`config.mk`:
```
export PLATFORM = sky130hd
export DESIGN_NAME = tsms_div
export DESIGN_NICKNAME = d
export VERILOG_FILES = /design/src/rtl/core/tsms_pkg.sv /design/src/rtl/core/tsms_div.sv
export SDC_FILE = /design/constraint.sdc
export NUM_CORES = 2
export LEC_CHECK = 0
export BUFFER_PORTS_ARGS = -buffer_cell sky130_fd_sc_hd__buf_2
export CAP_MARGIN = 40
export CORE_MARGIN = 5
export CORE_UTILIZATION = 45
export CTS_CLUSTER_DIAMETER = 200
export DETAILED_ROUTE_END_ITERATION = 12
export GPL_TIMING_DRIVEN = 0
export PLACE_DENSITY = 0.61
export SYNTH_ARGS = -nofsm -noshare
export SYNTH_HDL_FRONTEND = slang
export SYNTH_SLANG_ARGS = --single-unit
```
`constraint.sdc`:
```
create_clock -name clk -period 4.6 [get_ports clk]
set_input_delay 0.23 -clock clk [delete_from_list [all_inputs] [get_ports clk]]
set_output_delay 0.23 -clock clk [all_outputs]
set_load 0.05 [all_outputs]
```
`src/rtl/core/tsms_pkg.sv`:
```
package tsms_pkg;

	localparam int COORD_W   = 21;
	localparam int FRAC_BITS = 10;
	localparam int LEN_W     = 20;
	localparam int EPS_W     = 30;
	localparam int VEC_W     = 3 * COORD_W;
	localparam int OP_W      = 2;

	localparam logic [EPS_W-1:0] EPS_RESET = EPS_W'(1074);

	localparam logic [OP_W-1:0] OP_NORMAL = 2'd0;
	localparam logic [OP_W-1:0] OP_ENDS   = 2'd1;
	localparam logic [OP_W-1:0] OP_UV     = 2'd2;
	localparam logic [OP_W-1:0] OP_UVW    = 2'd3;

	// vector scaling
	localparam int DIF_W     = COORD_W + 1;
	localparam int MAG_W     = 2 * COORD_W + 1;
	localparam int SC_W      = 22;
	localparam int SH_W      = $clog2(MAG_W - SC_W + 1);
	localparam int SQ_W      = 2 * SC_W;
	localparam int SUM_W     = SQ_W + 2;
	localparam int SQ_SHIFT  = 18;
	localparam int SQ_X_W    = SUM_W + SQ_SHIFT;
	localparam int ROOT_W    = SQ_X_W / 2;
	localparam int SQRT_LAT  = ROOT_W;
	localparam int NUM_SHIFT = 9;
	localparam int NUM_W     = SC_W + LEN_W;

	// inversion
	localparam int CF_W   = 2 * COORD_W + 1;
	localparam int LO_W   = CF_W - COORD_W;
	localparam int DET_W  = 3 * COORD_W + 1;
	localparam int INV_NW = 2 * COORD_W + FRAC_BITS;
	localparam int SCL_NW = NUM_W + NUM_SHIFT;

	// divider widths, common to the scaling and inversion dividers
	localparam int DIV_NW  = (INV_NW > SCL_NW) ? INV_NW : SCL_NW;
	localparam int DIV_DW  = (DET_W - 1 > ROOT_W) ? DET_W - 1 : ROOT_W;
	localparam int QUO_W   = COORD_W + 1;
	localparam int DIV_LAT = QUO_W + 2;

	typedef logic signed [COORD_W-1:0] coord_t;

	typedef struct packed {
		logic [OP_W-1:0]  op;
		logic [VEC_W-1:0] origin_xyz;
		logic [VEC_W-1:0] first_xyz;
		logic [VEC_W-1:0] second_xyz;
		logic [VEC_W-1:0] third_xyz;
		logic [LEN_W-1:0] len_u;
		logic [LEN_W-1:0] len_v;
	} in_word_t;

	typedef struct packed {
		logic [VEC_W-1:0] row_zero;
		logic [VEC_W-1:0] row_one;
		logic [VEC_W-1:0] row_two;
		logic [VEC_W-1:0] origin_out;
		logic             singular;
	} out_word_t;

	function automatic coord_t comp(input logic [VEC_W-1:0] p, input int unsigned i);
		return coord_t'(p[i*COORD_W +: COORD_W]);
	endfunction

endpackage

```
`src/rtl/core/tsms_div.sv`:
```
module tsms_div (
	input  logic                        clk,
	input  logic                        en,
	input  logic [tsms_pkg::DIV_NW-1:0] num,
	input  logic [tsms_pkg::DIV_DW-1:0] den,
	input  logic                        neg,
	output tsms_pkg::coord_t            quo
);
	import tsms_pkg::*;

	localparam int CW = DIV_DW + QUO_W + 1;
	localparam logic [QUO_W:0] HALF = (QUO_W + 1)'(1) << (COORD_W - 1);

	logic [DIV_NW-1:0] n_s0;
	logic [DIV_DW-1:0] d_s0;
	logic              neg_s0, ovf_s0;

	logic [DIV_NW-1:0] r_s   [QUO_W];
	logic [QUO_W-1:0]  q_s   [QUO_W];
	logic [DIV_DW-1:0] d_s   [QUO_W];
	logic              neg_s [QUO_W];
	logic              ovf_s [QUO_W];

	logic [QUO_W:0]    qr;
	logic              up;
	coord_t            q_out_s;

	always_ff @(posedge clk) begin
		if (en) begin
			n_s0   <= num;
			d_s0   <= den;
			neg_s0 <= neg;
			ovf_s0 <= CW'(num) >= (CW'(den) << QUO_W);
		end
	end

	// restoring division, one quotient bit per stage, high bit first
	for (genvar k = 0; k < QUO_W; k++) begin : g_step
		localparam int B = QUO_W - 1 - k;
		logic [DIV_NW-1:0] r_in;
		logic [QUO_W-1:0]  q_in;
		logic [DIV_DW-1:0] d_in;
		logic              neg_in, ovf_in, ge;
		logic [CW-1:0]     dsh;

		if (k == 0) begin : g_first
			assign r_in   = n_s0;
			assign q_in   = '0;
			assign d_in   = d_s0;
			assign neg_in = neg_s0;
			assign ovf_in = ovf_s0;
		end else begin : g_next
			assign r_in   = r_s[k-1];
			assign q_in   = q_s[k-1];
			assign d_in   = d_s[k-1];
			assign neg_in = neg_s[k-1];
			assign ovf_in = ovf_s[k-1];
		end

		assign dsh = CW'(d_in) << B;
		assign ge  = CW'(r_in) >= dsh;

		always_ff @(posedge clk) begin
			if (en) begin
				r_s[k]   <= ge ? r_in - dsh[DIV_NW-1:0] : r_in;
				q_s[k]   <= {q_in[QUO_W-2:0], ge};
				d_s[k]   <= d_in;
				neg_s[k] <= neg_in;
				ovf_s[k] <= ovf_in;
			end
		end
	end

	// round half up on magnitude, then sign and saturate
	always_comb begin
		up = (CW'(r_s[QUO_W-1]) << 1) >= CW'(d_s[QUO_W-1]);
		qr = (QUO_W + 1)'(q_s[QUO_W-1]) + (QUO_W + 1)'(up);
	end

	always_ff @(posedge clk) begin
		if (en) begin
			if (neg_s[QUO_W-1]) begin
				if (ovf_s[QUO_W-1] || qr > HALF) q_out_s <= coord_t'(-HALF);
				else q_out_s <= coord_t'(-qr);
			end else begin
				if (ovf_s[QUO_W-1] || qr > HALF - 1'b1) q_out_s <= coord_t'(HALF - 1'b1);
				else q_out_s <= coord_t'(qr);
			end
		end
	end

	assign quo = q_out_s;

endmodule

```
==> metrics.txt <==
status=finished, violations left; violated checks=setup timing; Fin Setup TNS=-15.18 ns; worst r2r src=r_s[2][260]; # port buffers=138; grt total ovfl=0; most frequent cells in the layout=2965 x edfxtp_1, 1217 x inv_1, 1079 x nand2_1, 997 x o21ai_0, 992 x ha_1; Sw Ratio=25.37%; Psw=17390 uW; Tmin final=5.411 ns; Clock Power Share=39.1%; DRC=0; CP max stage delay=0.37 ns; clk buf depth=4; largest family of logic cells by synthesized area=compound AO/OA/AOI/OAI gates; Worst Max-Slew Pin Slew=1.094 ns; area grow syn2layout=14.86%; maximum clock frequency=184.8 MHz; Die Ht=594.9 um; XOR/XNOR share of the synthesized area=4.773%; total power=68560 uW; CP max stage cell=edfxtp_1; largest net degree at the start of global routing=187; Post-Route WL=372800 um; relative slew slack=27.04%; Hold Path Class=input pin to flip-flop; most common cell after layout, fill and taps aside=edfxtp_1; launching element of the worst setup path=r_s[2][260]; Vias/cell=5.319; core area=340300 um2; ANT nets after route=0; antenna violations before repair=3; synth unique cells=99; Critical Path Source Type=flip-flop; YS warnings=0; post-synthesis sequential area ratio=57.83%; Final Setup Violations=21; drt pass-1 iters=6; predominant post-synthesis flop cell=edfxtp_1; Die ar.=353900 um2; Layout Skew=0.05793 ns; Cell Rows=214; via count=98890; WP data required=5.35 ns; share of cells above drive strength 1=9.997%; Post-Syn Area per Cell=11.89 um2; r2r worst-path depth=28; Adder-Cell Fraction of Synth Area=8.413%; Worst VDD drop=340.0 uV; clock latency at the later pin of the worst-skew pair=0.98 ns; pre-CTS setup slack=-2.478 ns; Sequential Power Share=47.3%; first-pass GRT wire length=575700 um; combinational share of power=13.6%; Initial Util=45.24%; wire per inst=20.05 um; static leakage power=0.07148 uW; clock buffer count from CTS=337; Worst Setup Slack, final=-0.8108 ns; Post-synth EDFFs=2965; Synth Area in Compound Gates=13.40%; Pint=51170 uW; DR iter-0 viols=5200; post-synthesis mux area share=2.364%; reg-to-reg endpoint=quo[6]; vias in the first global route=104200; Critical Path Sink=quo[6]; critical path type=flip-flop to flip-flop; CTS clock-pin slew for the worst setup and hold paths=0.06 ns; reg2reg setup slack=-0.81 ns; PD cells=387.7 nW/um2; nets@finish=14930; syn nets=14090; RSZ-0062 raised after global routing=true; io pins=139; crit path DAT=6.16 ns; GP Congestion=0.9514; Period Utilization, post-route=117.6%; Die X=594.9 um; worst-path fanout max=9; CTS Sinks=2965; Root Driver=clkbuf_16; FFs w/ async S/R, synth=0%; H-tree levels=5; Pins Over Slew Limit=0; Syn Inst Count=12950; Final Hold Vio Count=0; post-synthesis simple-gate area fraction=9.357%; Post-DP HPWL=285800 um; max_cap viols=0; overall routing resource usage=20.73%; Seq cells post-synth=2965; Crit. End Element=flip-flop; Syn Std Cell Area=154000 um2; CTS tree=done
[how the worst min path moves through the flow]
stage,end,from,slack (ns),depth (start not counted)
CTS,g_step[0].neg_in,neg,0.03,2
global placement,q_s[2][54],q_s[2][31],0.40,0
finish,g_step[0].neg_in,neg,0.12,2
global route,g_step[0].neg_in,neg,0.04,2
detailed placement,neg_s[1][2],neg_s[1][1],0.40,0
floorplan,d_s0[0],den[0],0.33,0
[per-layer routing]
metal | GRT usage, % | vias to the layer above | share of wire [%]
li1 | - | 49750 | -
met1 | 19.27 | 46330 | 34
met2 | 39.99 | 1799 | 53
met3 | 2.256 | 1013 | 2.7
met4 | 17.76 | 0 | 10
met5 | 0 | - | 0
[power by group through the flow]
stage	Clock (uW)	Combinational, uW	Sequential, uW
floorplan	0	6380	32600
global placement	0	8700	35400
detailed placement	0	8950	33000
CTS	27600	9260	32400
global route	28700	10400	32600
finish	26800	9320	32400
[cell usage after synthesis, types with 27 or more instances]
master,count,area share [%]
nand2b_1,139,0.56
xor2_1,376,2.1
nand2_1,1086,2.6
nand4_1,220,0.89
nor2b_1,155,0.63
o31ai_1,61,0.30
and2_1,53,0.22
and4_1,44,0.25
edfxtp_1,2965,58
a21oi_1,875,2.8
a211oi_1,64,0.31
or2_2,29,0.12
o21ai_1,30,0.098
and3_1,80,0.33
a21o_1,559,2.7
or4_1,34,0.17
o21bai_1,116,0.57
inv_1,1218,3.0
o21ai_0,1019,3.3
o211ai_1,41,0.20
xnor2_1,463,2.6
ha_1,1000,8.1
nor4_1,203,0.82
clkbuf_1,247,0.60
nor3_1,140,0.46
o21a_1,106,0.52
buf_2,61,0.20
a31oi_1,99,0.40
mux2_2,297,2.2
or3_1,36,0.15
a21boi_0,29,0.14
a31o_2,27,0.15
nand3_1,200,0.65
nor2_1,417,1.0
[per-stage QoR]
step                      util, %  hold slack (ns)  instances  cell area (um2)
final                       51.96           0.1246      18590           176800
after detailed placement    47.46           0.4045      17700           161500
after global placement      47.12           0.4006      17620           160400
after global routing        51.96          0.03799      18590           176800
after CTS                   51.81          0.02800      18580           176300
after floorplan                 -           0.3289      12950           154000
[critical path, delay by kind of cell (launching register included)]
| kind | cells | cell delay (ns) |
|---|---|---|
| adders and majority gates | 3 | 0.76 |
| buffers and inverters | 3 | 0.47 |
| AOI/OAI and AO/OA | 13 | 2.03 |
| and+or+nand+nor | 8 | 1.30 |
| xor gates and xnor gates | 1 | 0.25 |
| DFF | 1 | 0.37 |
[state kept, by name, indices dropped and copies added (netlist names)]
name	count
d_s	1386
r_s	1144
q_s	253
d_s0	63
g_step.r_in	52
neg_s	22
ovf_s	22
quo	21
g_step.neg_in	1
g_step.ovf_in	1
[logic make-up (layout without fill, tap and decap cells)]
group,after synthesis,in the layout
AO/OA/AOI/OAI,3332,3333
AND/OR/NAND/NOR,2915,2915
adder cells (fa/ha/maj),1022,1022
multiplexers,326,326
other,0,2
buffers and inverters,1547,2654
flip-flops,2965,2965
XOR/XNOR,839,839
[what timing repair did]
action	CTS	global route
hold buffers	233	0
gates cloned	7	3
buffers inserted	42	9
pin swaps	55	16
resized for setup	185	98
endpoints found under the hold margin	219	0
endpoints found under the setup margin	1260	768
[cell type report]
type | instances | area, um2
Clock buffer | 403 | 8702
Fill cell | 29520 | 163500
Tap cell | 4536 | 5675
Inverter | 1218 | 4574
Antenna cell | 2 | 5.005
Sequential cell | 2965 | 89040
Multi-Input combinational cell | 8435 | 60130
Timing Repair Buffer | 514 | 4822
Buffer | 316 | 1440
Clock inverter | 203 | 2445
No activity file was read; power rests on OpenSTA's default activity.
